$ cat config.mk
export PLATFORM = sky130hd
export DESIGN_NAME = hid_report_to_key_events
export DESIGN_NICKNAME = d
export VERILOG_FILES = /design/src/rtl/hidke_pkg.sv /design/src/rtl/hid_report_to_key_events.sv /design/src/rtl/hidke_ctrl.sv /design/src/rtl/hidke_dp.sv
export VERILOG_INCLUDE_DIRS = /design/src /design/src/rtl
export SDC_FILE = /design/constraint.sdc
export NUM_CORES = 1
export LEC_CHECK = 0
export ABC_AREA = 1
export BUFFER_PORTS_ARGS = -buffer_cell sky130_fd_sc_hd__buf_2
export CAP_MARGIN = 20
export CELL_PAD_IN_SITES_DETAIL_PLACEMENT = 2
export CELL_PAD_IN_SITES_GLOBAL_PLACEMENT = 2
export CORE_MARGIN = 2
export CORE_UTILIZATION = 35
export DETAILED_ROUTE_END_ITERATION = 12
export PLACE_DENSITY = 0.85
export SLEW_MARGIN = 20
export SYNTH_ARGS = -nofsm -noshare
export SYNTH_HDL_FRONTEND = slang
export SYNTH_SLANG_ARGS = --single-unit
$ cat constraint.sdc
create_clock -name clk -period 7.55 [get_ports clk]
set_input_delay 1.1325 -clock clk [delete_from_list [all_inputs] [get_ports clk]]
set_output_delay 1.1325 -clock clk [all_outputs]
set_load 0.005 [all_outputs]
$ cat src/rtl/assert_macros.svh
// assertion macros shared by the rtl modules
// no dependencies
`ifndef ASSERT_MACROS_SVH
`define ASSERT_MACROS_SVH
// implication checked on every clock edge outside reset
`define ASSERT_IMPL(label, clk, rst_n, ante, cons) \
  label: assert property (@(posedge clk) disable iff (!rst_n) (ante) |-> (cons)) \
    else $error("assertion failed");
// implication checked in the cycle after the antecedent
`define ASSERT_NEXT(label, clk, rst_n, ante, cons) \
  label: assert property (@(posedge clk) disable iff (!rst_n) (ante) |=> (cons)) \
    else $error("assertion failed");
`endif

$ cat src/rtl/hidke_pkg.sv
// shared types, constants and tables for the hid report to key event block
// no dependencies
package hidke_pkg;

  localparam int BootKeySlots     = 6;
  localparam int ConsumerKeySlots = 4;
  localparam int ModifierBits     = 8;
  localparam int MaxReportBytes   = 16;
  localparam int MaxResults       = 24;
  localparam int BitmaskBits      = 24;

  localparam logic [2:0] REG_BOOT_EP    = 3'd0;
  localparam logic [2:0] REG_BOOT_ID    = 3'd1;
  localparam logic [2:0] REG_CONS_EP    = 3'd2;
  localparam logic [2:0] REG_CONS_ID    = 3'd3;
  localparam logic [2:0] REG_CONS_COUNT = 3'd4;
  localparam logic [2:0] REG_CONS_STYLE = 3'd5;
  localparam logic [2:0] REG_MOD_BASE   = 3'd6;
  localparam logic [2:0] REG_CONS_OFS   = 3'd7;

  typedef struct packed {
    logic [3:0]  endpoint;
    logic [4:0]  report_length;
    logic [63:0] report_low;
    logic [63:0] report_high;
  } in_req_t;

  typedef struct packed {
    logic [16:0] key_code;
    logic        pressed;
    logic        last_event;
  } out_req_t;

  typedef struct packed {
    logic [3:0] boot_endpoint;
    logic [7:0] boot_report_id;
    logic [3:0] consumer_endpoint;
    logic [7:0] consumer_report_id;
    logic [4:0] consumer_key_count;
    logic       consumer_style;
    logic [7:0] modifier_base;
    logic [9:0] consumer_offset;
  } cfg_regs_t;

  typedef enum logic [2:0] {
    ST_IDLE,
    ST_LOAD,
    ST_SCAN,
    ST_FLUSH,
    ST_DONE
  } ctrl_state_t;

  // datapath phases
  typedef enum logic [2:0] {
    PH_MOD,
    PH_BOOT_PRESS,
    PH_BOOT_REL,
    PH_CONS_PRESS,
    PH_CONS_REL,
    PH_SINGLE,
    PH_MASK,
    PH_END
  } phase_t;

  typedef struct packed {
    logic load;
    logic step;
    logic flush;
  } dp_cmd_t;

  typedef struct packed {
    logic scan_done;
    logic hold_full;
    logic pend_valid;
  } dp_status_t;

  function automatic logic [9:0] bitmask_usage(input logic [4:0] idx);
    logic [9:0] u;
    case (idx)
      5'd0:  u = 10'h0b5;
      5'd1:  u = 10'h0b6;
      5'd2:  u = 10'h0b7;
      5'd3:  u = 10'h0cd;
      5'd4:  u = 10'h0e2;
      5'd5:  u = 10'h0e5;
      5'd6:  u = 10'h0e7;
      5'd7:  u = 10'h0e9;
      5'd8:  u = 10'h0ea;
      5'd9:  u = 10'h152;
      5'd10: u = 10'h153;
      5'd11: u = 10'h154;
      5'd12: u = 10'h155;
      5'd13: u = 10'h183;
      5'd14: u = 10'h18a;
      5'd15: u = 10'h192;
      5'd16: u = 10'h194;
      5'd17: u = 10'h221;
      5'd18: u = 10'h223;
      5'd19: u = 10'h224;
      5'd20: u = 10'h225;
      5'd21: u = 10'h226;
      5'd22: u = 10'h227;
      5'd23: u = 10'h22a;
      default: u = 10'h000;
    endcase
    return u;
  endfunction

endpackage

$ cat src/rtl/hid_report_to_key_events.sv
// usb hid report to key event converter, top level
// depends on hidke_pkg, hidke_ctrl and hidke_dp
//
// usage: a report (endpoint, length, 16 bytes) is taken on the in_ channel
// with a valid/ready request. it is routed to the boot keyboard or the
// consumer path by endpoint and report id and compared with the stored key
// state. each change gives one result on the out_ channel (key code and
// press flag); the final result of a report carries last_event.
// output order: an event waits in a pending register until the next event or the
// end of the scan, and only then moves to the output register, so the first
// result shows no later than the end of the scan.
// scan steps: a report takes 8 + 2 x slots steps for boot reports, 2 x slots
// for consumer lists, 2 for single usage, 24 for bitmask reports and none
// for unmatched reports. in_ready is high only between reports, so a new
// report is taken only after the last one is through.
// a stalled receiver freezes the scan at the next event while one is pending;
// the result in the output register holds until taken, with no event lost.
// reset: synchronous active low; clears all key state and loads register
// defaults. config writes on cfg_ must only be made between reports.
module hid_report_to_key_events #(
  parameter int BOOT_KEY_SLOTS     = hidke_pkg::BootKeySlots,
  parameter int CONSUMER_KEY_SLOTS = hidke_pkg::ConsumerKeySlots,
  parameter int MODIFIER_BITS      = hidke_pkg::ModifierBits,
  parameter int MAX_REPORT_BYTES   = hidke_pkg::MaxReportBytes
) (
  input  logic                clk,
  input  logic                rst_n,
  input  logic                cfg_we,
  input  logic [2:0]          cfg_index,
  input  logic [9:0]          cfg_data,
  input  logic                in_valid,
  output logic                in_ready,
  input  hidke_pkg::in_req_t  in_data,
  output logic                out_valid,
  input  logic                out_ready,
  output hidke_pkg::out_req_t out_data
);

  hidke_pkg::dp_cmd_t    cmd;
  hidke_pkg::dp_status_t status;

  hidke_ctrl u_ctrl (
    .clk      (clk),
    .rst_n    (rst_n),
    .in_valid (in_valid),
    .in_ready (in_ready),
    .status   (status),
    .cmd      (cmd)
  );

  hidke_dp #(
    .BOOT_KEY_SLOTS     (BOOT_KEY_SLOTS),
    .CONSUMER_KEY_SLOTS (CONSUMER_KEY_SLOTS),
    .MODIFIER_BITS      (MODIFIER_BITS),
    .MAX_REPORT_BYTES   (MAX_REPORT_BYTES)
  ) u_dp (
    .clk       (clk),
    .rst_n     (rst_n),
    .cfg_we    (cfg_we),
    .cfg_index (cfg_index),
    .cfg_data  (cfg_data),
    .in_data   (in_data),
    .cmd       (cmd),
    .status    (status),
    .out_valid (out_valid),
    .out_ready (out_ready),
    .out_data  (out_data)
  );

endmodule

$ cat src/rtl/hidke_ctrl.sv
// controller state machine for the hid report to key event block
// depends on hidke_pkg and assert_macros.svh
`include "assert_macros.svh"
module hidke_ctrl (
  input  logic                  clk,
  input  logic                  rst_n,
  input  logic                  in_valid,
  output logic                  in_ready,
  input  hidke_pkg::dp_status_t status,
  output hidke_pkg::dp_cmd_t    cmd
);

  hidke_pkg::ctrl_state_t state_r, state_nxt;

  always_ff @(posedge clk) begin
    if (!rst_n) begin
      state_r <= hidke_pkg::ST_IDLE;
    end else begin
      state_r <= state_nxt;
    end
  end

  always_comb begin
    state_nxt = state_r;
    case (state_r)
      hidke_pkg::ST_IDLE: begin
        if (in_valid) begin
          state_nxt = hidke_pkg::ST_LOAD;
        end
      end
      hidke_pkg::ST_LOAD: state_nxt = hidke_pkg::ST_SCAN;
      hidke_pkg::ST_SCAN: begin
        if (status.scan_done) begin
          state_nxt = hidke_pkg::ST_FLUSH;
        end
      end
      hidke_pkg::ST_FLUSH: begin
        if (!status.hold_full) begin
          state_nxt = hidke_pkg::ST_DONE;
        end
      end
      hidke_pkg::ST_DONE: state_nxt = hidke_pkg::ST_IDLE;
      default: state_nxt = hidke_pkg::ST_IDLE;
    endcase
  end

  always_comb begin
    in_ready  = 1'b0;
    cmd       = '0;
    case (state_r)
      hidke_pkg::ST_IDLE: begin
        in_ready = 1'b1;
        cmd.load = in_valid;
      end
      hidke_pkg::ST_SCAN:  cmd.step  = 1'b1;
      hidke_pkg::ST_FLUSH: cmd.flush = 1'b1;
      default: ;
    endcase
  end

  `ASSERT_IMPL(a_ready_idle, clk, rst_n, in_ready, state_r == hidke_pkg::ST_IDLE)
  `ASSERT_NEXT(a_load_scan, clk, rst_n, state_r == hidke_pkg::ST_LOAD, state_r == hidke_pkg::ST_SCAN)
  `ASSERT_IMPL(a_one_cmd, clk, rst_n, 1'b1, $onehot0({cmd.load, cmd.step, cmd.flush}))

endmodule

$ cat src/rtl/hidke_dp.sv
// datapath: config registers, key state, event scan and output register
// depends on hidke_pkg and assert_macros.svh
`include "assert_macros.svh"
module hidke_dp #(
  parameter int BOOT_KEY_SLOTS     = hidke_pkg::BootKeySlots,
  parameter int CONSUMER_KEY_SLOTS = hidke_pkg::ConsumerKeySlots,
  parameter int MODIFIER_BITS      = hidke_pkg::ModifierBits,
  parameter int MAX_REPORT_BYTES   = hidke_pkg::MaxReportBytes
) (
  input  logic                  clk,
  input  logic                  rst_n,
  input  logic                  cfg_we,
  input  logic [2:0]            cfg_index,
  input  logic [9:0]            cfg_data,
  input  hidke_pkg::in_req_t    in_data,
  input  hidke_pkg::dp_cmd_t    cmd,
  output hidke_pkg::dp_status_t status,
  output logic                  out_valid,
  input  logic                  out_ready,
  output hidke_pkg::out_req_t   out_data
);

  localparam int NB = MAX_REPORT_BYTES;
  localparam int CW = 5;
  localparam int BIW = (BOOT_KEY_SLOTS > 1) ? $clog2(BOOT_KEY_SLOTS) : 1;
  localparam int CIW = (CONSUMER_KEY_SLOTS > 1) ? $clog2(CONSUMER_KEY_SLOTS) : 1;

  hidke_pkg::cfg_regs_t cfg_r;
  logic [7:0]  mods_r;
  logic [7:0]  bkeys_r [BOOT_KEY_SLOTS];
  logic [15:0] ckeys_r [CONSUMER_KEY_SLOTS];
  logic [23:0] mask_r;
  logic [7:0]  nb_r [BOOT_KEY_SLOTS];
  logic [15:0] nc_r [CONSUMER_KEY_SLOTS];
  logic [3:0]  nbn_r;
  logic [2:0]  ncn_r;
  logic [23:0] nmask_r;
  logic [7:0]  nmods_r;
  hidke_pkg::phase_t ph_r;
  logic [CW-1:0] idx_r;
  logic [4:0] cnt_r;
  logic pend_r;
  logic [16:0] pcode_r;
  logic ppress_r;
  logic ov_r;
  hidke_pkg::out_req_t od_r;

  // config
  always_ff @(posedge clk) begin
    if (!rst_n) begin
      cfg_r.boot_endpoint      <= 4'd1;
      cfg_r.boot_report_id     <= 8'd0;
      cfg_r.consumer_endpoint  <= 4'd0;
      cfg_r.consumer_report_id <= 8'd0;
      cfg_r.consumer_key_count <= 5'd1;
      cfg_r.consumer_style     <= 1'b0;
      cfg_r.modifier_base      <= 8'd224;
      cfg_r.consumer_offset    <= 10'd255;
    end else if (cfg_we) begin
      case (cfg_index)
        hidke_pkg::REG_BOOT_EP:    cfg_r.boot_endpoint      <= cfg_data[3:0];
        hidke_pkg::REG_BOOT_ID:    cfg_r.boot_report_id     <= cfg_data[7:0];
        hidke_pkg::REG_CONS_EP:    cfg_r.consumer_endpoint  <= cfg_data[3:0];
        hidke_pkg::REG_CONS_ID:    cfg_r.consumer_report_id <= cfg_data[7:0];
        hidke_pkg::REG_CONS_COUNT: cfg_r.consumer_key_count <= cfg_data[4:0];
        hidke_pkg::REG_CONS_STYLE: cfg_r.consumer_style     <= cfg_data[0];
        hidke_pkg::REG_MOD_BASE:   cfg_r.modifier_base      <= cfg_data[7:0];
        hidke_pkg::REG_CONS_OFS:   cfg_r.consumer_offset    <= cfg_data[9:0];
        default: ;
      endcase
    end
  end

  // route the raw report: bytes with length masking
  logic [4:0] len_c;
  logic [7:0] raw_c [NB];
  logic [7:0] b0_c;
  always_comb begin
    len_c = (in_data.report_length > 5'(NB)) ? 5'(NB) : in_data.report_length;
    for (int i = 0; i < NB; i++) begin
      if (i < 8) begin
        raw_c[i] = in_data.report_low[8*i +: 8];
      end else begin
        raw_c[i] = in_data.report_high[8*(i-8) +: 8];
      end
      if (5'(i) >= len_c) begin
        raw_c[i] = 8'd0;
      end
    end
    b0_c = raw_c[0];
  end

  logic boot_c, cons_c, off_c;
  logic [4:0] dlen_c;
  logic [7:0] d_c [NB];
  hidke_pkg::phase_t ph0_c;
  always_comb begin
    boot_c = (len_c != 5'd0) && (in_data.endpoint == cfg_r.boot_endpoint) &&
      ((cfg_r.boot_report_id == 8'd0) || (cfg_r.boot_report_id == b0_c));
    cons_c = (len_c != 5'd0) && !boot_c && (cfg_r.consumer_endpoint != 4'd0) &&
      (in_data.endpoint == cfg_r.consumer_endpoint) &&
      ((cfg_r.consumer_report_id == 8'd0) || (cfg_r.consumer_report_id == b0_c));
    off_c = boot_c ? (cfg_r.boot_report_id != 8'd0) : (cfg_r.consumer_report_id != 8'd0);
    dlen_c = len_c - 5'(off_c);
    for (int i = 0; i < NB; i++) begin
      if (off_c) begin
        d_c[i] = (i + 1 < NB) ? raw_c[(i + 1) % NB] : 8'd0;
      end else begin
        d_c[i] = raw_c[i];
      end
    end
    ph0_c = hidke_pkg::PH_END;
    if (boot_c) begin
      ph0_c = hidke_pkg::PH_MOD;
    end else if (cons_c) begin
      if (!cfg_r.consumer_style && dlen_c >= 5'd2) begin
        ph0_c = (cfg_r.consumer_key_count == 5'd1) ? hidke_pkg::PH_SINGLE
                                                   : hidke_pkg::PH_CONS_PRESS;
      end else if (cfg_r.consumer_style && dlen_c == 5'd3) begin
        ph0_c = hidke_pkg::PH_MASK;
      end
    end
  end

  // per-step event search
  logic        ev_c;
  logic [16:0] evcode_c;
  logic        evpress_c;
  logic        last_c;
  logic [CW-1:0] idx_nxt;
  hidke_pkg::phase_t ph_nxt;
  logic        fb_c, fc_c;
  logic [7:0]  bk_c;
  logic [15:0] ck_c;
  always_comb begin
    ev_c = 1'b0;
    evcode_c = '0;
    evpress_c = 1'b0;
    last_c = 1'b0;
    idx_nxt = idx_r + CW'(1);
    ph_nxt = ph_r;
    fb_c = 1'b0;
    fc_c = 1'b0;
    bk_c = '0;
    ck_c = '0;
    case (ph_r)
      hidke_pkg::PH_MOD: begin
        if (mods_r[idx_r[2:0]] != nmods_r[idx_r[2:0]]) begin
          ev_c = 1'b1;
        end
        evcode_c = 17'(cfg_r.modifier_base) + 17'(idx_r);
        evpress_c = nmods_r[idx_r[2:0]];
        if (idx_r == CW'(MODIFIER_BITS - 1)) begin
          last_c = 1'b1;
        end
      end
      hidke_pkg::PH_BOOT_PRESS: begin
        bk_c = nb_r[idx_r[BIW-1:0]];
        for (int j = 0; j < BOOT_KEY_SLOTS; j++) begin
          if (bkeys_r[j] == bk_c) fb_c = 1'b1;
        end
        ev_c = (4'(idx_r) < nbn_r) && bk_c != 8'd0 && !fb_c;
        evcode_c = 17'(bk_c);
        evpress_c = 1'b1;
        last_c = (idx_r == CW'(BOOT_KEY_SLOTS - 1));
      end
      hidke_pkg::PH_BOOT_REL: begin
        bk_c = bkeys_r[idx_r[BIW-1:0]];
        for (int j = 0; j < BOOT_KEY_SLOTS; j++) begin
          if (4'(j) < nbn_r && nb_r[j] == bk_c) fb_c = 1'b1;
        end
        ev_c = bk_c != 8'd0 && !fb_c;
        evcode_c = 17'(bk_c);
        last_c = (idx_r == CW'(BOOT_KEY_SLOTS - 1));
      end
      hidke_pkg::PH_CONS_PRESS: begin
        ck_c = nc_r[idx_r[CIW-1:0]];
        for (int j = 0; j < CONSUMER_KEY_SLOTS; j++) begin
          if (ckeys_r[j] == ck_c) fc_c = 1'b1;
        end
        ev_c = (3'(idx_r) < ncn_r) && ck_c != 16'd0 && !fc_c;
        evcode_c = 17'(ck_c) + 17'(cfg_r.consumer_offset);
        evpress_c = 1'b1;
        last_c = (idx_r == CW'(CONSUMER_KEY_SLOTS - 1));
      end
      hidke_pkg::PH_CONS_REL: begin
        ck_c = ckeys_r[idx_r[CIW-1:0]];
        for (int j = 0; j < CONSUMER_KEY_SLOTS; j++) begin
          if (3'(j) < ncn_r && nc_r[j] == ck_c) fc_c = 1'b1;
        end
        ev_c = ck_c != 16'd0 && !fc_c;
        evcode_c = 17'(ck_c) + 17'(cfg_r.consumer_offset);
        last_c = (idx_r == CW'(CONSUMER_KEY_SLOTS - 1));
      end
      hidke_pkg::PH_SINGLE: begin
        // step 0 releases old, step 1 presses new
        if (idx_r == CW'(0)) begin
          ck_c = ckeys_r[0];
          evpress_c = 1'b0;
        end else begin
          ck_c = nc_r[0];
          evpress_c = 1'b1;
        end
        ev_c = (nc_r[0] != ckeys_r[0]) && ck_c != 16'd0;
        evcode_c = 17'(ck_c) + 17'(cfg_r.consumer_offset);
        last_c = (idx_r == CW'(1));
      end
      hidke_pkg::PH_MASK: begin
        ev_c = mask_r[idx_r] != nmask_r[idx_r];
        evcode_c = 17'(hidke_pkg::bitmask_usage(idx_r)) + 17'(cfg_r.consumer_offset);
        evpress_c = nmask_r[idx_r];
        last_c = (idx_r == CW'(hidke_pkg::BitmaskBits - 1));
      end
      default: ;
    endcase
    if (last_c) begin
      idx_nxt = '0;
      case (ph_r)
        hidke_pkg::PH_MOD:        ph_nxt = hidke_pkg::PH_BOOT_PRESS;
        hidke_pkg::PH_BOOT_PRESS: ph_nxt = hidke_pkg::PH_BOOT_REL;
        hidke_pkg::PH_CONS_PRESS: ph_nxt = hidke_pkg::PH_CONS_REL;
        default:                  ph_nxt = hidke_pkg::PH_END;
      endcase
    end
  end

  logic stall_c, emit_c, take_c;
  logic flush_c, load_od_c, ov_nxt;
  assign take_c  = ev_c && cmd.step && ph_r != hidke_pkg::PH_END;
  assign stall_c = take_c && pend_r && ov_r && !out_ready;
  assign emit_c  = take_c && !stall_c && cnt_r < 5'(hidke_pkg::MaxResults);

  assign status.scan_done  = (ph_r == hidke_pkg::PH_END);
  assign status.hold_full  = ov_r && !out_ready && pend_r;
  assign status.pend_valid = pend_r;

  assign flush_c   = !emit_c && cmd.flush && pend_r && !status.hold_full;
  assign load_od_c = (emit_c && pend_r) || flush_c;
  assign ov_nxt    = load_od_c || (ov_r && !out_ready);

  // pending event register ahead of the output register; last flag
  // is set once the scan shows no later event
  always_ff @(posedge clk) begin
    if (!rst_n) begin
      ov_r   <= 1'b0;
      pend_r <= 1'b0;
      ph_r   <= hidke_pkg::PH_END;
      idx_r  <= '0;
      cnt_r  <= '0;
    end else begin
      ov_r <= ov_nxt;
      if (cmd.load) begin
        ph_r  <= ph0_c;
        idx_r <= '0;
        cnt_r <= '0;
      end else if (cmd.step && !stall_c && ph_r != hidke_pkg::PH_END) begin
        ph_r  <= ph_nxt;
        idx_r <= idx_nxt;
      end
      if (emit_c) begin
        cnt_r <= cnt_r + 5'd1;
        pend_r <= 1'b1;
        pcode_r <= evcode_c;
        ppress_r <= evpress_c;
        if (pend_r) begin
          od_r <= '{key_code: pcode_r, pressed: ppress_r, last_event: 1'b0};
        end
      end else if (flush_c) begin
        od_r <= '{key_code: pcode_r, pressed: ppress_r, last_event: 1'b1};
        pend_r <= 1'b0;
      end
    end
  end

  // key state and new-report capture
  always_ff @(posedge clk) begin
    if (!rst_n) begin
      mods_r <= '0;
      mask_r <= '0;
      for (int i = 0; i < BOOT_KEY_SLOTS; i++) bkeys_r[i] <= '0;
      for (int i = 0; i < CONSUMER_KEY_SLOTS; i++) ckeys_r[i] <= '0;
    end else if (cmd.load) begin
      nmods_r <= d_c[0];
      nmask_r <= {d_c[2], d_c[1], d_c[0]};
      for (int i = 0; i < BOOT_KEY_SLOTS; i++) begin
        nb_r[i] <= (i + 2 < NB) ? d_c[(i + 2) % NB] : 8'd0;
      end
      for (int i = 0; i < CONSUMER_KEY_SLOTS; i++) begin
        nc_r[i] <= (2*i + 1 < NB) ? {d_c[(2*i + 1) % NB], d_c[(2*i) % NB]} : 16'd0;
      end
      if (dlen_c < 5'd2) begin
        nbn_r <= '0;
      end else if (dlen_c - 5'd2 > 5'(BOOT_KEY_SLOTS)) begin
        nbn_r <= 4'(BOOT_KEY_SLOTS);
      end else begin
        nbn_r <= 4'(dlen_c - 5'd2);
      end
      if (dlen_c[4:1] > 4'(CONSUMER_KEY_SLOTS)) begin
        ncn_r <= 3'(CONSUMER_KEY_SLOTS);
      end else begin
        ncn_r <= 3'(dlen_c[4:1]);
      end
    end else if (cmd.step && !stall_c && last_c) begin
      case (ph_r)
        hidke_pkg::PH_MOD: mods_r <= nmods_r;
        hidke_pkg::PH_BOOT_REL: begin
          for (int i = 0; i < BOOT_KEY_SLOTS; i++) begin
            bkeys_r[i] <= (4'(i) < nbn_r) ? nb_r[i] : 8'd0;
          end
        end
        hidke_pkg::PH_CONS_REL: begin
          for (int i = 0; i < CONSUMER_KEY_SLOTS; i++) begin
            ckeys_r[i] <= (3'(i) < ncn_r) ? nc_r[i] : 16'd0;
          end
        end
        hidke_pkg::PH_SINGLE: ckeys_r[0] <= nc_r[0];
        hidke_pkg::PH_MASK: mask_r <= nmask_r;
        default: ;
      endcase
    end
  end

  assign out_valid = ov_r;
  assign out_data  = od_r;

  `ASSERT_IMPL(a_cnt_cap, clk, rst_n, 1'b1, cnt_r <= 5'(hidke_pkg::MaxResults))
  `ASSERT_NEXT(a_out_hold, clk, rst_n, out_valid && !out_ready, out_valid && $stable(out_data))
  `ASSERT_IMPL(a_emit_room, clk, rst_n, emit_c && pend_r, !(ov_r && !out_ready))

endmodule
Yosys cells after proc, flatten, opt, wreduce, memory -nomap -nowiden
Memories as Yosys holds them, arrays and structs flattened. A register that Yosys moved wholly into a read port is not among the register bits.
Cells that the tools add are included.

storage, ports and cells
  bits in registers = 174
  bits in writable memories = 224
  memory bits (read-only) = 320
  input bits = 155
  output and inout port bits = 21
  word-level logic and storage cells = 369
  memories kept = 5

cells by class
  $add $sub $neg = 9
  $lt $le $gt $ge = 29
  equality and inequality tests = 56
  mux-type cells = 137
  bitwise logic cells = 13
  reductions and logical operators = 94

memory list
  name             words  bits a word  read ports  clocked after Yosys merged registers in  write ports  RTL line         RTL
  (no name shown)  32     10           1           1                                        0            hidke_pkg.sv:79  case (idx)
  u_dp.ckeys_r     4      16           5           1                                        4            hidke_dp.sv:31   logic [15:0] ckeys_r [CONSUMER_KEY_SLOTS];
  u_dp.nc_r        4      16           5           1                                        4            hidke_dp.sv:34   logic [15:0] nc_r [CONSUMER_KEY_SLOTS];
  u_dp.bkeys_r     6      8            7           1                                        6            hidke_dp.sv:30   logic [7:0] bkeys_r [BOOT_KEY_SLOTS];
  u_dp.nb_r        6      8            7           1                                        6            hidke_dp.sv:33   logic [7:0] nb_r [BOOT_KEY_SLOTS];

operators by type and width
  operator                                            number
  two-way mux 8 bit                                   29
  two-way mux 16 bit                                  11
  == test 16 bit                                      8
  case mux 17 bit (7 select lines)                    1
  == test 8 bit                                       14
  two-way mux 1 bit                                   58
  two-way mux 19 bit                                  3
  adder 16 x 10 -> 17 bit                             3
  nonzero test 16 bit                                 3
  two-way mux 3 bit                                   15
  logical AND 1 bit                                   41
  nonzero test 8 bit                                  4
  two-way mux 5 bit                                   6
  == test 3 bit, second input constant                8
  AND reduction 2 bit                                 11
  >= comparator 3 x 5 -> 1 bit, first input constant  4
  == test 3 x 2 -> 1 bit, second input constant       6
  zero test 8 bit                                     2
  != test 16 bit                                      1
  case mux 3 bit (4 select lines)                     1
  AND reduction 3 bit                                 4
  adder 10 x 10 -> 11 bit                             1
  OR 1 bit                                            11
  adder 5 x 1 -> 5 bit, second input constant         2
  48 further kinds                                    91

Depth between registers and ports, before layout
Gate-level depths: netlist of run 1.
An unclocked memory read counts as a cell.

  depth after elaboration = 27
  depth in mapped cells = 33
  depth with buffers taken out = 30

Hierarchy
From an unflattened synthesis of run 1, not the netlist that was laid out.

unflattened totals
  cells, all modules = 3,238
  area, all modules = 22,313.9 sq um

by module, submodules not included
  module      times used  cells an instance  area an instance (sq um)  seq. area each (sq um)
  hidke_dp    1           3,209              22,125.0                  8,768.4
  hidke_ctrl  1           29                 188.9                     60.1

Worst setup path after synthesis of run 1
OpenSTA, ideal clock, no wires.

  kind = flip-flop to flip-flop
  from = register u_dp.idx_r[1]
  to = memory u_dp.ckeys_r[0][0], enable pin
  setup time = 0.338 ns
  data arrival time = 6.601 ns
  data required time = 7.212 ns
  setup slack = 0.611 ns
  cell stages (with the launch flop) = 21
  buffers on the path = 2
  clock period less this slack = 6.939 ns
  cells stage by stage = dfxtp_1 -> buf_2 -> clkinv_1 -> ha_1 -> inv_1 -> nor2_1 -> nand2_1 -> clkbuf_1 -> nand2_1 -> o21ai_0 -> nand4_1 -> nor2_1 -> nand2_1 -> a21oi_1 -> nand2_1 -> a21oi_2 -> nand3_2 -> nand3_4 -> nand2_4 -> o21ai_0 -> or2_2

RTL lines
  what                    RTL line         RTL
  start, declared         hidke_dp.sv:40   logic [CW-1:0] idx_r;
  start signal, assigned  hidke_dp.sv:258  idx_r <= idx_nxt;
  end, declared           hidke_dp.sv:31

Worst setup path after layout of run 1
  from = input in_data[132] (netlist name)
  to = register u_dp.ph_r[1]

on the way
  cells in the longest elaborated chain, start to end = 15
  elaborated cells between the ends (all ways) = 24
  those cells by class = add/sub: 1; order compare: 3; eq/ne: 2; mux: 7; reduce/logical: 11

RTL lines
  what                                                               RTL line                          RTL
  start, declared                                                    hid_report_to_key_events.sv:33    input hidke_pkg::in_req_t in_data,
  greater-than comparator 5 bit                                      hidke_dp.sv:79                    len_c = (in_data.report_length > 5'(NB)) ? 5'(NB) : in_data.report_length;
  two-way mux 5 bit *                                                hidke_dp.sv:79
  >= comparator 1 x 5 -> 1 bit                                       hidke_dp.sv:86                    if (5'(i) >= len_c) begin
  two-way mux 8 bit                                                  hidke_dp.sv:86
  == test 8 bit                                                      hidke_dp.sv:99                    ((cfg_r.boot_report_id == 8'd0) || (cfg_r.boot_report_id == b0_c));
  logical OR 1 bit                                                   hidke_dp.sv:99
  logical AND 1 bit                                                  hidke_dp.sv:98                    boot_c = (len_c != 5'd0) && (in_data.endpoint == cfg_r.boot_endpoint) &&
  two-way mux 1 bit or zero test 1 bit (tied branches)               hidke_dp.sv:103, hidke_dp.sv:100
  subtractor 5 x 1 -> 5 bit or logical AND 1 bit (tied branches)     hidke_dp.sv:104, hidke_dp.sv:100
  >= comparator 5 x 2 -> 1 bit or logical AND 1 bit (tied branches)  hidke_dp.sv:116, hidke_dp.sv:100
  logical AND 1 bit, on equally long branches                        hidke_dp.sv:116, hidke_dp.sv:100
  two-way mux 3 bit or logical AND 1 bit (tied branches)             hidke_dp.sv:116, hidke_dp.sv:101
  two-way mux 3 bit                                                  hidke_dp.sv:115                   end else if (cons_c) begin
  two-way mux 3 bit *                                                hidke_dp.sv:113                   if (boot_c) begin
  two-way mux 3 bit *                                                hidke_dp.sv:252                   if (cmd.load) begin
  end signal, assigned                                               hidke_dp.sv:247                   ph_r <= hidke_pkg::PH_END;
  end signal, assigned                                               hidke_dp.sv:253                   ph_r <= ph0_c;
  end signal, assigned                                               hidke_dp.sv:257                   ph_r <= ph_nxt;
  end, declared                                                      hidke_dp.sv:39                    hidke_pkg::phase_t ph_r;

Every way passes the cells marked *; elsewhere a longest branch is shown, timed or not.
A chain may end at the register's enable or synchronous reset.

==> results of run 1 <==
## layer usage
layer | track usage [%] | part of all wire, %
met1 | 42.5 | 41
met2 | 55.9 | 46
met3 | 7.50 | 7.8
met4 | 14.5 | 4.8
met5 | 0 | 0.024
## cells by family (layout without fill, tap and decap cells)
kind of cell | after synthesis | in the layout | share of synthesized area (%)
flip-flops | 331 | 331 | 39.1
buffers and inverters | 420 | 535 | 7.75
adder cells (fa/ha/maj) | 46 | 46 | 2.65
AO/OA/AOI/OAI | 470 | 470 | 11.8
XOR/XNOR | 73 | 73 | 2.83
other | 1 | 2 | 0.0166
AND/OR/NAND/NOR | 1874 | 1874 | 35.8
## final cells by class
type / count / area, um2
multi-input cells: 2464 / 12000
flip-flops and latches: 331 / 8830
clock inverters: 19 / 139
inverters: 317 / 1190
diodes: 1 / 2.50
repair buffers: 143 / 801
well taps: 855 / 1070
clock buffers: 56 / 1200
fillers: 7568 / 38900
## where the power goes
group | total [mW] | internal [mW] | switching [mW]
sequential | 2.19 | 2.04 | 0.151
clock | 2.03 | 1.15 | 0.884
combinational | 1.64 | 0.428 | 1.22
## registers in the layout, summed over array words and instances (netlist names), named ones only
| register | cells |
|---|---|
| u_dp.out_data | 19 |
| u_dp.pend_r | 1 |
| u_dp.nbn_r | 4 |
| u_dp.pcode_r | 17 |
| u_dp.nc_r | 39 |
| u_dp.idx_r | 5 |
| u_dp.mask_r | 24 |
| u_dp.nmods_r | 7 |
| u_dp.cfg_r | 48 |
| u_dp.cnt_r | 5 |
| u_dp.nb_r | 2 |
| u_dp.ckeys_r | 64 |
| u_dp.nmask_r | 16 |
| u_dp.ppress_r | 1 |
| u_ctrl.state_r | 3 |
| u_dp.bkeys_r | 48 |
| u_dp.ph_r | 3 |
| u_dp.out_valid | 1 |
| u_dp.mods_r | 8 |
| u_dp.ncn_r | 3 |
## per-stage QoR
stage                     power [mW]  setup WS [ns]  hold slack, ns  instance area [um2]
after floorplan                 3.14          0.611           0.400                22600
after global placement          3.70           1.38           0.401                23900
after detailed placement        3.80          0.816           0.408                23900
after CTS                       5.83           1.31           0.420                25200
after global routing            6.06          0.861           0.424                25300
final                           5.87           1.29           0.419                25300
## final timing paths
path                   startpoint          endpoint  depth (start not counted)
setup / recovery     in_data[132]      u_dp.ph_r[1]                         27
hold / removal    u_dp.pcode_r[4]  u_dp.out_data[6]                          0
setup reg to reg         register          register                         27
hold reg to reg   u_dp.pcode_r[4]  u_dp.out_data[6]                          0
## cells in the final DEF, fill, tap and decap left out, types with 14 or more instances in the layout
cell type | synthesis | final
nand4_1 | 26 | 26
xnor2_1 | 20 | 20
nor2_2 | 17 | 17
nand3b_1 | 45 | 45
a21oi_1 | 117 | 117
o21ai_0 | 233 | 232
o21ai_1 | 14 | 14
nor2_1 | 421 | 418
o211ai_1 | 32 | 32
o22ai_1 | 19 | 19
xor2_1 | 53 | 53
o221ai_1 | 14 | 14
buf_2 | 40 | 119
ha_1 | 43 | 43
inv_1 | 298 | 298
clkbuf_16 | 0 | 44
edfxtp_1 | 220 | 220
nand2_1 | 992 | 990
nor3_1 | 21 | 21
dfxtp_1 | 111 | 108
nand2_2 | 48 | 50
nand3_2 | 26 | 26
buf_4 | 6 | 22
nand3_1 | 255 | 255
==> flow_summary_export.csv, run 1 <==
group,metric,value,unit
status,status,"completed",
drt,dr.pass1.iters,5,
cts,cts_tree,"built",
power,ir_worst_vdd,0.000142,V
cts,cts_made_buffers,42,
setup_path,worst-setup-path-type,"input pin to register",
cts,cts_root_buf,"clkbuf_16",
timing,tns,0,ns
logic_synthesis,async_reset_ff_share,0,%
global_route,grt_max_degree,86,
drt,wl_per_cell,27.4,um
drt,postRouteAntennaNets,0,
timing,skew,0.0296,ns
logic_synthesis,syn_avg_cell_area,7.02,um2
cts,numClockSinks,331,
timing,slew_violations,0,
logic_synthesis,netlist_top_cells_count,"nand2_1 (992), nor2_1 (421), inv_1 (298)",
timing,hold_violations,0,
setup_path,cp-start-kind,"input pin",
setup_path,crit_fanout,13,
finish,area_delta_synth_final,11.9,%
logic_synthesis,synth_area_leader_cell,"edfxtp_1",
logic_synthesis,synth_cell_type_count,62,
placement,dp_cells,4110,
drt,vias_per_cell,5.78,
placement,dp_hpwl,87200,um
placement,portBuffers,119,
cts,insertion_delay,0.59,ns
setup_path,required,8.01,ns
worst_hold_path,worstHoldPathType,"register to register",
logic_synthesis,syn-cell-area,22600,um2
finish,nets,3500,
timing,tightest_slew,1.07,ns
floorplan,die_y,258,um
global_route,globalRouteTotalUtil,33.8,%
power,p_per_area,232,nW/um2
finish,fin_util,39.4,%
cts,ctsHoldBuffers,0,
logic_synthesis,synth-seq-area-share,39.1,%
drt,drt_wl_total,115000,um
floorplan,die-area,66500,um2
floorplan,io_pins,176,
timing,fin_crit_sh,82.9,%
timing,fmax,160,MHz
setup_path,slowest_delay,0.60,ns
finish,drive_gt1_share,10.3,%
timing,max_slew_margin,28.3,%
global_route,grt_pass1_wl,169000,um
global_route,first_global_vias,25800,
timing,layout_min_cycle_time,6.26,ns
logic_synthesis,synth-seq-cells,331,
timing,setup_viol,0,
power,p_leak,11.3,nW
logic_synthesis,synth-edff-count,220,
setup_path,critPathBufInv,5,
cts,cts.clk_slew.worst_paths,0.06,ns
cts,htreeDepth,2,
cts,cts_resized,0,
floorplan,dieWidth,258,um
setup_path,regToRegSetupSlack,1.60,ns
floorplan,start_util,35.2,%
floorplan,fp.coreArea,64100,um2
logic_synthesis,synth-main-ff-cell,"edfxtp_1",
logic_synthesis,synth_area_leaders,"edfxtp_1 (29%), nand2_1 (17%), dfxtp_1 (9.8%)",
placement,gp_congestion,0.994,
cts,cts_buffer_depth,3,
setup_path,endpoint_kind,"register",
setup_path,cp.arrival,6.72,ns
global_route,overflow,0,
drt,drcViolationCount,0,
logic_synthesis,yosysMostFrequentCell,"nand2_1",
setup_path,critPathSlowestCell,"nor2_1",
job,maxCapViolCount,0,
finish,final_cell_count_no_fill,4186,
drt,vias,24200,
logic_synthesis,ys_warn_count,0,
floorplan,rows,93,
setup_path,cpMostUsedCell,"nand2_1",
global_route,antenna_found_initial,2,
drt,drt-initial-drc-count,2454,
timing,rsz0062_at_grt,"no",
logic_synthesis,netlist_instances,3215,
setup_path,cp_top_family,"simple AND/OR/NAND/NOR gates",
cts,cts_setup_buffers,0,
logic_synthesis,syn-num-nets,3416,
logic_synthesis,synthDominantCellAreaShare,29.3,%
Note: power is estimated with default switching activity, not from simulation.
==> inputs of run 2 (changes only) <==
Settings changed: ABC_AREA 1 to 0, CORE_UTILIZATION 35 to 36, PLACE_DENSITY 0.85 to 0.82.
Clock period 7.55 ns to 5.2 ns, I/O delays scaled along.
==> run 2 against run 1 <==
Cell area is 9.5% higher. Synthesized cell count is 23% lower. First-iteration DRC count is 15% lower. Clock power is 43% higher. Sequential power is 44% higher. Power is 35% higher. Die area is 1.3% higher. Routed wire length is 1.3% lower. Utilization is 3.4 points higher. Worst setup slack worse by 1.1 ns. Sequential share of layout area is 3.0 points lower.
==> flow_summary_export.csv, run 2 <==
group,metric,value,unit
cts,cts_tree,"built",
setup_path,cp.arrival,5.52,ns
power,p_per_area,286,nW/um2
finish,largest_reg_flops,64,
floorplan,io_pins,176,
job,maxCapViolCount,0,
power,comb_power_share,23.3,%
finish,nets,2878,
setup_path,regToRegSetupSlack,0.16,ns
setup_path,reg2reg_depth,18,
logic_synthesis,synth-main-ff-cell,"edfxtp_1",
power,ir_worst_vdd,0.000163,V
logic_synthesis,synth_area_leader_cell,"edfxtp_1",
drt,drt_wl_total,113000,um
placement,portBuffers,119,
cts,cts_root_buf,"clkbuf_16",
logic_synthesis,async_reset_ff_share,0,%
logic_synthesis,netlist_top_cells_count,"nand2_1 (260), edfxtp_1 (220), xnor2_1 (166)",
timing,tightest_slew,1.00,ns
timing,setup_viol,0,
drt,drt-initial-drc-count,2097,
global_route,globalRouteTotalUtil,33.1,%
setup_path,crit_fanout,23,
placement,gp_congestion,0.991,
timing,max_slew_margin,32.4,%
global_route,overflow,0,
finish,layout_commonest_cell,"nand2_1",
placement,dp_hpwl,84600,um
logic_synthesis,yosysMostFrequentCell,"nand2_1",
worst_hold_path,hold_start,"u_dp.pcode_r[2]",
floorplan,die-area,67400,um2
logic_synthesis,synth_cell_type_count,97,
worst_hold_path,hold_path_depth,0,
timing,layout_min_cycle_time,5.04,ns
logic_synthesis,synth-edff-count,220,
timing,skew,0.0267,ns
logic_synthesis,syn-cell-area,23500,um2
cts,cts_made_buffers,42,
power,finalPower,7.91,mW
drt,dr.pass1.iters,7,
setup_path,cpMostUsedCell,"nand4_1",
power,intPower,5.22,mW
timing,hold_violations,0,
power,seqPwrFrac,39.9,%
logic_synthesis,synth-seq-cells,331,
setup_path,required,5.68,ns
cts,ctsHoldBuffers,0,
setup_path,worst-setup-path-type,"register to register",
drt,vias,22100,
power,clockPowerShare,36.8,%
floorplan,fp.coreArea,64600,um2
logic_synthesis,syn-num-nets,2679,
timing,rsz0062_at_grt,"no",
timing,tns,0,ns
finish,num-fill-cells,6949,
floorplan,dieWidth,260,um
finish,regMostFlops,"u_dp.ckeys_r",
timing,fin_crit_sh,97.0,%
timing,slew_violations,0,
worst_hold_path,hold_end,"u_dp.out_data[4]",
finish,area_delta_synth_final,17.5,%
logic_synthesis,syn_avg_cell_area,9.49,um2
finish,largestRegisters,"u_dp.ckeys_r: 64 flops, u_dp.bkeys_r: 48 flops, u_dp.cfg_r: 48 flops",
floorplan,die_y,260,um
logic_synthesis,synth_area_leaders,"edfxtp_1 (28%), dfxtp_1 (9.4%), xnor2_1 (6.2%)",
setup_path,critPathSlowestCell,"mux4_2",
floorplan,start_util,36.4,%
power,p_leak,10.4,nW
setup_path,slowest_delay,0.62,ns
cts,cts.clk_slew.worst_paths,0.07,ns
drt,drcViolationCount,0,
logic_synthesis,synthDominantCellAreaShare,28.1,%
logic_synthesis,ys_warn_count,0,
drt,postRouteAntennaNets,0,
logic_synthesis,netlist_instances,2478,
logic_synthesis,synth-seq-area-share,37.5,%
setup_path,cp-start-kind,"register",
drt,wl_per_cell,31.7,um
drt,vias_per_cell,6.20,
cts,htreeDepth,2,
setup_path,critPathBufInv,3,
global_route,first_global_vias,23800,
power,p_sw_share,34.0,%
worst_hold_path,worstHoldPathType,"register to register",
setup_path,timing.critical_path.cells,"buf_12 > mux4_2 > mux2i_1 > buf_4 > xor2_1 > nand4_1 > or4_1 > nand4_1 > or4_4 > nand3_4 > a21oi_4 > mux2i_2 > ha_1 > inv_1 > nand2_1 > o221ai_1 > a2111oi_1 > a32o_1",
cts,numClockSinks,331,
cts,cts_buffer_depth,3,
global_route,antenna_found_initial,2,
power,power.switching,2.69,mW
global_route,grt_max_degree,121,
status,status,"completed",
timing,fmax,198,MHz
finish,final_cell_mix,"nand2_1 (260), edfxtp_1 (220), buf_4 (216)",
setup_path,endpoint_kind,"register",
setup_path,cp_top_family,"multiplexers",
global_route,grt_pass1_wl,165000,um
finish,drive_gt1_share,20.9,%
floorplan,rows,93,
cts,insertion_delay,0.60,ns
-- run 2: final cells by class --
type	instances	area, um2	share of cell area, %
Antenna cell	1	2.50	0.00905
Clock buffer	48	1070	3.88
Clock inverter	30	260	0.941
Inverter	55	206	0.747
Multi-Input combinational cell	1895	13600	49.3
Sequential cell	331	8840	32.0
Tap cell	855	1070	3.87
Timing Repair Buffer	352	2560	9.28
-- run 2: timing repair --
item                                   CTS  global route
setup endpoints to repair                1            30
gates resized for setup                  1             3
setup buffers                            1             9
endpoints found under the hold margin    0             0
-- run 2: layer usage --
layer  GRT usage (%)  up-vias  part of all wire (%)
met1            41.0    11400                    40
li1                -     9372                     -
met3            5.23      336                   6.8
met4            18.7        0                   6.2
met5               0        -                     0
met2            54.8     1002                    47
-- run 2: how the worst max path moves through the flow --
stage                   from  depth (start not counted)               end
2_1_floorplan  u_dp.idx_r[1]                         27  u_dp.pcode_r[14]
3_3_place_gp        register                         17          register
6_report            register                         18          register
5_1_grt             register                         19          register
4_1_cts             register                         17          register
3_5_place_dp        register                         17          register
-- run 2: worst register-to-register path, cell delays in order (launching register included) --
cell and delay, ns:
dfxtp_4 0.53, buf_12 0.26, mux4_2 0.64, mux2i_1 0.28, buf_4 0.23, xor2_1 0.20
nand4_1 0.12, or4_1 0.48, nand4_1 0.14, or4_4 0.21, nand3_4 0.10, a21oi_4 0.23
mux2i_2 0.47, ha_1 0.32, inv_1 0.09, nand2_1 0.08, o221ai_1 0.21, a2111oi_1 0.08
a32o_1 0.25
-- run 2: power groups by stage --
| stage | Combinational (mW) | Clock (mW) | Sequential, mW |
|---|---|---|---|
| floorplan | 1.11 | 0 | 3.04 |
| global placement | 1.68 | 0 | 3.19 |
| detailed placement | 1.77 | 0 | 3.20 |
| CTS | 1.80 | 2.94 | 3.14 |
| global route | 1.95 | 3.04 | 3.15 |
| finish | 1.84 | 2.91 | 3.15 |
-- run 2: logic make-up (layout without fill, tap and decap cells) --
group / after synthesis / count (layout) / synth area share (%)
and+or+nand+nor: 881 / 881 / 18.9
AOI/OAI and AO/OA: 450 / 450 / 12.3
DFF: 331 / 331 / 37.5
xor gates and xnor gates: 291 / 291 / 10.9
buffers and inverters: 252 / 485 / 4.81
muxes: 226 / 226 / 13.0
adders and majority gates: 46 / 46 / 2.54
other: 1 / 2 / 0.0159
-- run 2: metrics by stage --
step	util [%]	hold WS [ns]	area, um2	worst slack (ns)	cells
6_report	42.8	0.423	27600	0.156	3567
5_1_grt	42.8	0.430	27600	0.00158	3566
4_1_cts	42.7	0.427	27600	0.0265	3557
3_5_place_dp	40.5	0.412	26200	0.0422	3478
3_3_place_gp	40.5	0.406	26200	0.178	3478
2_1_floorplan	-	0.400	23500	0.0102	2478
